$ cat config.mk
export PLATFORM = sky130hd
export DESIGN_NAME = sha256_byte_stream_hasher_core
export DESIGN_NICKNAME = d
export VERILOG_FILES = /design/src/hw/rtl/shbh_pkg.sv /design/src/hw/rtl/shbh_datapath.sv /design/src/hw/rtl/shbh_ctrl.sv /design/src/hw/rtl/sha256_byte_stream_hasher_core.sv
export SDC_FILE = /design/constraint.sdc
export NUM_CORES = 2
export LEC_CHECK = 0
export BUFFER_PORTS_ARGS = -buffer_cell sky130_fd_sc_hd__buf_2
export CORE_AREA = 10 10 317 625
export CTS_BUF_LIST = sky130_fd_sc_hd__clkbuf_8 sky130_fd_sc_hd__clkbuf_16
export DETAILED_ROUTE_END_ITERATION = 16
export DIE_AREA = 0 0 327 635
export GPL_TIMING_DRIVEN = 0
export PLACE_DENSITY = 0.53
export SLEW_MARGIN = 10
export SYNTH_ARGS = -nofsm -noshare
export SYNTH_HDL_FRONTEND = slang
export SYNTH_SLANG_ARGS = --single-unit
$ cat constraint.sdc
create_clock -name i_clk -period 44.8 [get_ports i_clk]
set_input_delay 11.2 -clock i_clk [delete_from_list [all_inputs] [get_ports i_clk]]
set_output_delay 11.2 -clock i_clk [all_outputs]
set_load 0.05 [all_outputs]
$ cat src/hw/rtl/shbh_pkg.sv
// shared types, constants and helper functions of the sha-256 byte stream hasher
package shbh_pkg;

    localparam int unsigned WORD_W   = 32;
    localparam int unsigned BLOCK_W  = 512;
    localparam int unsigned FILL_W   = 6;
    localparam int unsigned TOTAL_W  = 61;
    localparam int unsigned ROUND_W  = 6;
    localparam int unsigned IDX_W    = 3;

    // byte positions inside the 64-byte block
    localparam logic [FILL_W-1:0] FILL_BLOCK_LAST = 6'd63;
    localparam logic [FILL_W-1:0] FILL_LEN_POS    = 6'd56;
    localparam logic [FILL_W-1:0] FILL_PAD_LAST   = FILL_LEN_POS - 6'd1;

    localparam logic [7:0] PAD_BYTE = 8'h80;

    // item command codes
    localparam logic CMD_ABSORB = 1'b0;
    localparam logic CMD_FINISH = 1'b1;

    // source of the byte shifted into the block buffer
    localparam logic [1:0] SEL_DATA = 2'd0;
    localparam logic [1:0] SEL_PAD  = 2'd1;
    localparam logic [1:0] SEL_ZERO = 2'd2;
    localparam logic [1:0] SEL_LEN  = 2'd3;

    localparam logic [WORD_W-1:0] INIT_HASH [8] = '{
        32'h6a09e667, 32'hbb67ae85, 32'h3c6ef372, 32'ha54ff53a,
        32'h510e527f, 32'h9b05688c, 32'h1f83d9ab, 32'h5be0cd19
    };

    localparam logic [WORD_W-1:0] ROUND_K [64] = '{
        32'h428a2f98, 32'h71374491, 32'hb5c0fbcf, 32'he9b5dba5,
        32'h3956c25b, 32'h59f111f1, 32'h923f82a4, 32'hab1c5ed5,
        32'hd807aa98, 32'h12835b01, 32'h243185be, 32'h550c7dc3,
        32'h72be5d74, 32'h80deb1fe, 32'h9bdc06a7, 32'hc19bf174,
        32'he49b69c1, 32'hefbe4786, 32'h0fc19dc6, 32'h240ca1cc,
        32'h2de92c6f, 32'h4a7484aa, 32'h5cb0a9dc, 32'h76f988da,
        32'h983e5152, 32'ha831c66d, 32'hb00327c8, 32'hbf597fc7,
        32'hc6e00bf3, 32'hd5a79147, 32'h06ca6351, 32'h14292967,
        32'h27b70a85, 32'h2e1b2138, 32'h4d2c6dfc, 32'h53380d13,
        32'h650a7354, 32'h766a0abb, 32'h81c2c92e, 32'h92722c85,
        32'ha2bfe8a1, 32'ha81a664b, 32'hc24b8b70, 32'hc76c51a3,
        32'hd192e819, 32'hd6990624, 32'hf40e3585, 32'h106aa070,
        32'h19a4c116, 32'h1e376c08, 32'h2748774c, 32'h34b0bcb5,
        32'h391c0cb3, 32'h4ed8aa4a, 32'h5b9cca4f, 32'h682e6ff3,
        32'h748f82ee, 32'h78a5636f, 32'h84c87814, 32'h8cc70208,
        32'h90befffa, 32'ha4506ceb, 32'hbef9a3f7, 32'hc67178f2
    };

    typedef struct packed {
        logic             shift_en;
        logic [1:0]       shift_sel;
        logic             total_inc;
        logic             round_load;
        logic             round_en;
        logic             chain_add;
        logic             chain_init;
        logic [IDX_W-1:0] word_idx;
    } t_dp_cmd;

    typedef struct packed {
        logic [FILL_W-1:0] fill;
        logic              round_last;
    } t_dp_stat;

    function automatic logic [WORD_W-1:0] rotr32(input logic [WORD_W-1:0] x,
                                                 input int unsigned n);
        return (x >> n) | (x << (WORD_W - n));
    endfunction

endpackage

$ cat src/hw/rtl/shbh_datapath.sv
// block buffer, message schedule, round unit and chaining state
module shbh_datapath
    import shbh_pkg::*;
(
    input  logic                i_clk,
    input  logic                i_rst_n,
    input  t_dp_cmd             i_cmd,
    input  logic [7:0]          i_data_byte,
    output t_dp_stat            o_stat,
    output logic [WORD_W-1:0]   o_digest_word
);

    logic [BLOCK_W-1:0]  r_buf;
    logic [FILL_W-1:0]   r_fill;
    logic [TOTAL_W-1:0]  r_total;
    logic [ROUND_W-1:0]  r_round;
    logic [WORD_W-1:0]   r_chain [8];
    logic [WORD_W-1:0]   r_a, r_b, r_c, r_d, r_e, r_f, r_g, r_h;

    logic [7:0]          shift_byte;
    logic [63:0]         len_shifted;
    logic [WORD_W-1:0]   w0, w1, w9, w14, w_new;
    logic [WORD_W-1:0]   sum1, sum0, ch, maj, t1, t2;

    // length byte k of the big-endian bit count sits at fill 56 + k
    assign len_shifted = {r_total, 3'b000} >> {3'd7 - r_fill[2:0], 3'b000};

    always_comb begin
        case (i_cmd.shift_sel)
            SEL_DATA: shift_byte = i_data_byte;
            SEL_PAD:  shift_byte = PAD_BYTE;
            SEL_LEN:  shift_byte = len_shifted[7:0];
            default:  shift_byte = 8'h00;
        endcase
    end

    // schedule window: word j of the buffer holds w[round + j]
    assign w0  = r_buf[BLOCK_W-1      -: WORD_W];
    assign w1  = r_buf[BLOCK_W-1-32   -: WORD_W];
    assign w9  = r_buf[BLOCK_W-1-288  -: WORD_W];
    assign w14 = r_buf[BLOCK_W-1-448  -: WORD_W];
    assign w_new = w0 + (rotr32(w1, 7) ^ rotr32(w1, 18) ^ (w1 >> 3)) + w9
                 + (rotr32(w14, 17) ^ rotr32(w14, 19) ^ (w14 >> 10));

    assign sum1 = rotr32(r_e, 6) ^ rotr32(r_e, 11) ^ rotr32(r_e, 25);
    assign ch   = (r_e & r_f) ^ (~r_e & r_g);
    assign t1   = r_h + sum1 + ch + ROUND_K[r_round] + w0;
    assign sum0 = rotr32(r_a, 2) ^ rotr32(r_a, 13) ^ rotr32(r_a, 22);
    assign maj  = (r_a & r_b) ^ (r_a & r_c) ^ (r_b & r_c);
    assign t2   = sum0 + maj;

    always_ff @(posedge i_clk) begin
        if (i_cmd.shift_en) begin
            r_buf <= {r_buf[BLOCK_W-9:0], shift_byte};
        end else if (i_cmd.round_en) begin
            r_buf <= {r_buf[BLOCK_W-WORD_W-1:0], w_new};
        end
    end

    always_ff @(posedge i_clk) begin
        if (i_cmd.round_load) begin
            r_a <= r_chain[0];
            r_b <= r_chain[1];
            r_c <= r_chain[2];
            r_d <= r_chain[3];
            r_e <= r_chain[4];
            r_f <= r_chain[5];
            r_g <= r_chain[6];
            r_h <= r_chain[7];
        end else if (i_cmd.round_en) begin
            r_h <= r_g;
            r_g <= r_f;
            r_f <= r_e;
            r_e <= r_d + t1;
            r_d <= r_c;
            r_c <= r_b;
            r_b <= r_a;
            r_a <= t1 + t2;
        end
    end

    always_ff @(posedge i_clk) begin
        if (!i_rst_n) begin
            r_fill  <= '0;
            r_total <= '0;
            r_round <= '0;
            for (int i = 0; i < 8; i++) begin
                r_chain[i] <= INIT_HASH[i];
            end
        end else begin
            if (i_cmd.shift_en) begin
                r_fill <= r_fill + 6'd1;
            end
            if (i_cmd.chain_init) begin
                r_total <= '0;
            end else if (i_cmd.total_inc) begin
                r_total <= r_total + 61'd1;
            end
            if (i_cmd.round_load) begin
                r_round <= '0;
            end else if (i_cmd.round_en) begin
                r_round <= r_round + 6'd1;
            end
            if (i_cmd.chain_init) begin
                for (int i = 0; i < 8; i++) begin
                    r_chain[i] <= INIT_HASH[i];
                end
            end else if (i_cmd.chain_add) begin
                r_chain[0] <= r_chain[0] + r_a;
                r_chain[1] <= r_chain[1] + r_b;
                r_chain[2] <= r_chain[2] + r_c;
                r_chain[3] <= r_chain[3] + r_d;
                r_chain[4] <= r_chain[4] + r_e;
                r_chain[5] <= r_chain[5] + r_f;
                r_chain[6] <= r_chain[6] + r_g;
                r_chain[7] <= r_chain[7] + r_h;
            end
        end
    end

    assign o_stat.fill       = r_fill;
    assign o_stat.round_last = (r_round == 6'd63);
    assign o_digest_word     = r_chain[i_cmd.word_idx];

endmodule

$ cat src/hw/rtl/shbh_ctrl.sv
// sequencing state machine: absorb, padding, compression and digest output
module shbh_ctrl
    import shbh_pkg::*;
(
    input  logic     i_clk,
    input  logic     i_rst_n,
    input  logic     i_in_valid,
    output logic     o_in_ready,
    input  logic     i_command,
    output logic     o_out_valid,
    input  logic     i_out_ready,
    input  t_dp_stat i_stat,
    output t_dp_cmd  o_cmd
);

    localparam logic [2:0] ST_IDLE  = 3'd0;
    localparam logic [2:0] ST_PAD   = 3'd1;
    localparam logic [2:0] ST_LEN   = 3'd2;
    localparam logic [2:0] ST_CINIT = 3'd3;
    localparam logic [2:0] ST_ROUND = 3'd4;
    localparam logic [2:0] ST_CADD  = 3'd5;
    localparam logic [2:0] ST_OUT   = 3'd6;

    // where to go once a compression is folded into the chain
    localparam logic [1:0] AFT_IDLE = 2'd0;
    localparam logic [1:0] AFT_PAD  = 2'd1;
    localparam logic [1:0] AFT_OUT  = 2'd2;

    localparam logic [IDX_W-1:0] IDX_LAST = 3'd7;

    logic [2:0]       r_state, n_state;
    logic [1:0]       r_after, n_after;
    logic [IDX_W-1:0] r_idx, n_idx;

    always_comb begin
        n_state     = r_state;
        n_after     = r_after;
        n_idx       = r_idx;
        o_cmd       = '0;
        o_in_ready  = 1'b0;
        o_out_valid = 1'b0;
        case (r_state)
            ST_IDLE: begin
                o_in_ready = 1'b1;
                if (i_in_valid) begin
                    o_cmd.shift_en = 1'b1;
                    if (i_command == CMD_ABSORB) begin
                        o_cmd.shift_sel = SEL_DATA;
                        o_cmd.total_inc = 1'b1;
                        if (i_stat.fill == FILL_BLOCK_LAST) begin
                            n_state = ST_CINIT;
                            n_after = AFT_IDLE;
                        end
                    end else begin
                        o_cmd.shift_sel = SEL_PAD;
                        if (i_stat.fill == FILL_BLOCK_LAST) begin
                            n_state = ST_CINIT;
                            n_after = AFT_PAD;
                        end else if (i_stat.fill == FILL_PAD_LAST) begin
                            n_state = ST_LEN;
                        end else begin
                            n_state = ST_PAD;
                        end
                    end
                end
            end
            ST_PAD: begin
                o_cmd.shift_en  = 1'b1;
                o_cmd.shift_sel = SEL_ZERO;
                if (i_stat.fill == FILL_BLOCK_LAST) begin
                    n_state = ST_CINIT;
                    n_after = AFT_PAD;
                end else if (i_stat.fill == FILL_PAD_LAST) begin
                    n_state = ST_LEN;
                end
            end
            ST_LEN: begin
                o_cmd.shift_en  = 1'b1;
                o_cmd.shift_sel = SEL_LEN;
                if (i_stat.fill == FILL_BLOCK_LAST) begin
                    n_state = ST_CINIT;
                    n_after = AFT_OUT;
                end
            end
            ST_CINIT: begin
                o_cmd.round_load = 1'b1;
                n_state          = ST_ROUND;
            end
            ST_ROUND: begin
                o_cmd.round_en = 1'b1;
                if (i_stat.round_last) begin
                    n_state = ST_CADD;
                end
            end
            ST_CADD: begin
                o_cmd.chain_add = 1'b1;
                case (r_after)
                    AFT_PAD: n_state = ST_PAD;
                    AFT_OUT: begin
                        n_state = ST_OUT;
                        n_idx   = '0;
                    end
                    default: n_state = ST_IDLE;
                endcase
            end
            ST_OUT: begin
                o_out_valid = 1'b1;
                if (i_out_ready) begin
                    n_idx = r_idx + 3'd1;
                    if (r_idx == IDX_LAST) begin
                        o_cmd.chain_init = 1'b1;
                        n_state          = ST_IDLE;
                    end
                end
            end
            default: n_state = ST_IDLE;
        endcase
        o_cmd.word_idx = r_idx;
    end

    always_ff @(posedge i_clk) begin
        if (!i_rst_n) begin
            r_state <= ST_IDLE;
            r_after <= AFT_IDLE;
            r_idx   <= '0;
        end else begin
            r_state <= n_state;
            r_after <= n_after;
            r_idx   <= n_idx;
        end
    end

endmodule

$ cat src/hw/rtl/sha256_byte_stream_hasher_core.sv
// top level of the sha-256 byte stream hasher
//
//   channel  direction  handshake           payload
//   in       sink       i_valid / o_ready   i_command, i_data_byte
//   out      source     o_valid / i_ready   o_digest_word, o_word_index, o_last_word
//
// an absorb item shifts its byte into the block; the item that fills a block then starts
// a compression (load, 64 rounds, chain add) in the one-round-per-cycle compression unit.
// a finish item shifts padding and length one byte a cycle up to the block end,
// runs one or two compressions, then offers eight digest words in order.
// no item is taken while a compression runs or digest words wait; i_ready stalls
// hold the current word. reset restores the initial hash and clears counts.
module sha256_byte_stream_hasher_core
    import shbh_pkg::*;
(
    input  logic               i_clk,
    input  logic               i_rst_n,
    input  logic               i_valid,
    output logic               o_ready,
    input  logic               i_command,
    input  logic [7:0]         i_data_byte,
    output logic               o_valid,
    input  logic               i_ready,
    output logic [WORD_W-1:0]  o_digest_word,
    output logic [IDX_W-1:0]   o_word_index,
    output logic               o_last_word
);

    t_dp_cmd  cmd;
    t_dp_stat stat;

    shbh_ctrl u_ctrl (
        .i_clk       (i_clk),
        .i_rst_n     (i_rst_n),
        .i_in_valid  (i_valid),
        .o_in_ready  (o_ready),
        .i_command   (i_command),
        .o_out_valid (o_valid),
        .i_out_ready (i_ready),
        .i_stat      (stat),
        .o_cmd       (cmd)
    );

    shbh_datapath u_datapath (
        .i_clk         (i_clk),
        .i_rst_n       (i_rst_n),
        .i_cmd         (cmd),
        .i_data_byte   (i_data_byte),
        .o_stat        (stat),
        .o_digest_word (o_digest_word)
    );

    assign o_word_index = cmd.word_idx;
    assign o_last_word  = (cmd.word_idx == 3'd7);

endmodule

==> run summary <==
most common cell after layout, fill and taps aside: nand2_1
Post-Synth Adder-Cell Area: 0.1190
antenna viol nets, final: 0
post-CTS sizing: 0
Ports: 51
most frequent cells in the layout: 2406 x nand2_1, 992 x edfxtp_1, 418 x nor2_1, 396 x ha_1, 389 x inv_1
Net Switching: 3066 uW
Reg clk slew, reported paths: 70 ps
CTS Hold Bufs: 0
first-pass GRT wire length: 468800 um
Tightest Pin Transition: 1496 ps
leading area contributor after synthesis: edfxtp_1
Max clock buf depth: 3
WS Path Type: in2reg
Req. time, crit path: 45290 ps
combinational share of power: 0.604
die area: 0.2076 mm^2
crit path cell chain: buf_2 > nor3_1 > nand2b_1 > clkbuf_1 > clkbuf_1 > clkbuf_1 > nand2_4 > buf_16 > buf_16 > buf_16
Residual DRC: 0
Area contributors post-synth: edfxtp_1 40%, nand2_1 12%, ha_1 6.6%
Hold Worst Slack: 499.5 ps
violated checks: capacitance limit, slew limit
# setup viols final: 0
Iter 0 DRT Violations: 4197
Clock power frac: 0.156
Std-Cell Rows: 225
initial antenna violation count: 19
fin crit share: 0.3374
slowest stage delay, CP: 840 ps
Synth Flop Type: edfxtp_1
syn nets: 8625
largest net degree at the start of global routing: 62
post-synthesis mux area share: 0.03725
NumNets Final: 8822
largest family of logic cells by synthesized area: simple AND/OR/NAND/NOR gates
Post-Synth XOR/XNOR Area: 0.07133
Core Box Area: 0.1878 mm^2
worst reg2reg path endpoint: u_datapath.r_a[29]
via count: 61.22k
Fin Setup TNS: 0 ps
Critical Path Start Type: input port
Yosys cell types: 83
Worst Hold Endpoint: u_datapath.r_fill[5]
Flop pwr share: 0.240
drt total wl: 338900 um
crit path from: i_valid
Initial Util: 0.3978
grt total ovfl: 0
worst reg-to-reg setup slack: 31520 ps
Via density: 5.656
Pwr per Cell Area: 78.52 mW/mm^2
Pleak: 0.03368 uW
Final min period: 15110 ps
worst rel slew slack: -0.001125
Fillers: 18.61k
mapped cell area: 0.07470 mm^2
Peak VDD IR: 115.5 uV
RSZ-0062 raised after global routing: no
area share of the largest cell type after synthesis: 0.3988
Worst Min Path Start: u_datapath.r_fill[5]
largest fanout on the critical path: 59
Cells after Synth: 8021
total internal power: 3428 uW
post-DP HPWL: 276400 um
Layout area overhead: 10.70%
Die Height: 635 um
Skew-Pair Late Insertion Delay: 800 ps
clock buffers created by TritonCTS: 113
class of the worst hold path: reg2reg
H-tree Lvls: 3
CTS tree: done
sw frac: 0.4721
Worst R2R Path Depth: 42
syn avg cell area: 9.313 um^2
DR WL/cell: 31.31 um
Max Freq: 66.16 MHz
GR Util All Layers: 0.3189
FF+latch count, synth: 1108
Setup Buffers After CTS: 0
simple-gate area share of the yosys netlist: 0.1829
outcome: finished with violations
vias in the first global route: 64.64k
critical path arrival: 15600 ps
Critical R2R Launch: u_datapath.r_round[0]
Synth Area in Compound Gates: 0.1194
share of layout cells above drive strength 1: 0.05699
IO Port Bufs: 50
ys async rst share: 0
Post-synth EDFFs: 992
slowest library cell on the worst path: clkbuf_1
final hold vios: 0
skew final: 43.93 ps
Synth Warn #: 0
Setup crit end kind: flop
Max Cap Viol: 1
DIE WIDTH: 327 um
WHS Path Cells: 2
drt first pass iters: 8
sequential fraction of the synthesis area: 0.4298
CTS root buffer: clkbuf_16
clock sinks: 1108
GPL Wtd Cong: 1.037
Slew Viols, Final: 1
[Yosys cell counts, drive strengths merged, types with 82 or more instances]
library cell     n
nor3            82
clkbuf         394
dfxtp          116
xor2           230
ha             396
o21ai          359
nand2         2411
nand3           97
a21oi          380
fa             195
mux4            84
edfxtp         992
xnor2          375
nor2           420
inv            367
a21o           204
[state kept, by name, indices dropped and copies added, names as in the netlist, named ones only]
signal and count:
u_ctrl.r_after 2, u_ctrl.r_idx 3, u_ctrl.r_state 3, u_datapath.r_a 32
u_datapath.r_b 32, u_datapath.r_buf 512, u_datapath.r_c 32, u_datapath.r_chain 256
u_datapath.r_d 32, u_datapath.r_e 32, u_datapath.r_f 32, u_datapath.r_fill 6
u_datapath.r_g 32, u_datapath.r_h 32, u_datapath.r_round 6, u_datapath.r_total 61
[worst max path at each step]
| stage | to | slack (ps) | depth (start not counted) |
|---|---|---|---|
| after floorplan | u_datapath.r_buf[0] | 20640 | 6 |
| after global placement | u_datapath.r_buf[354] | 13210 | 7 |
| after detailed placement | u_datapath.r_buf[354] | 28960 | 10 |
| after CTS | u_datapath.r_buf[395] | 29780 | 10 |
| after global routing | u_datapath.r_buf[383] | 29700 | 10 |
| final | u_datapath.r_buf[425] | 29690 | 10 |
[power by group through the flow]
stage               Combinational, uW  Clock, uW  Sequential [uW]
floorplan                        2580          0             1540
global placement                 3810          0             1620
detailed placement               3860          0             1580
CTS                              3890       1030             1560
global route                     4210       1060             1570
finish                           3920       1010             1560
[area by class of cell]
cell class                      instances  area, um^2  area share
Antenna cell                            9       22.52   0.0002723
Tap cell                             2497        3124     0.03778
Multi-Input combinational cell       6115       39660      0.4796
Timing Repair Buffer                   82       930.9     0.01126
Clock inverter                         95       875.8     0.01059
Sequential cell                      1108       32110      0.3883
Clock buffer                          119        2910     0.03519
Inverter                              367        1378     0.01666
Buffer                                431        1678     0.02029
[metal layers]
| metal | vias to the layer above | global-route usage | wire length [um] |
|---|---|---|---|
| met4 | 4 | 0.3590 | 46230 |
| met2 | 2049 | 0.6116 | 184000 |
| li1 | 27990 | - | - |
| met1 | 30040 | 0.2470 | 94270 |
| met3 | 1132 | 0.05461 | 14370 |
| met5 | - | 0 | 26 |
[logic make-up after synthesis]
logic type	after synthesis
AOI/OAI and AO/OA	1409
xor gates and xnor gates	606
adders and majority gates	594
buffers and inverters	798
DFF	1108
muxes	168
and+or+nand+nor	3338
[worst max-delay path: cells and delay by family]
family | cells | cell delay [ps]
AND/OR/NAND/NOR | 3 | 910
buffers and inverters | 7 | 3280
[per-stage QoR]
| step | area [um^2] | std cells | util | setup slack (ps) | power (uW) |
|---|---|---|---|---|---|
| after global routing | 82680 | 10820 | 0.4403 | 29700 | 6834 |
| after global placement | 78080 | 10570 | 0.4158 | 13210 | 5434 |
| after floorplan | 74700 | 8021 | - | 20640 | 4117 |
| after detailed placement | 78830 | 10600 | 0.4198 | 28960 | 5435 |
| after CTS | 82620 | 10810 | 0.4400 | 29780 | 6470 |
| final | 82690 | 10820 | 0.4404 | 29690 | 6493 |
Power figures use the tool's default switching activity.
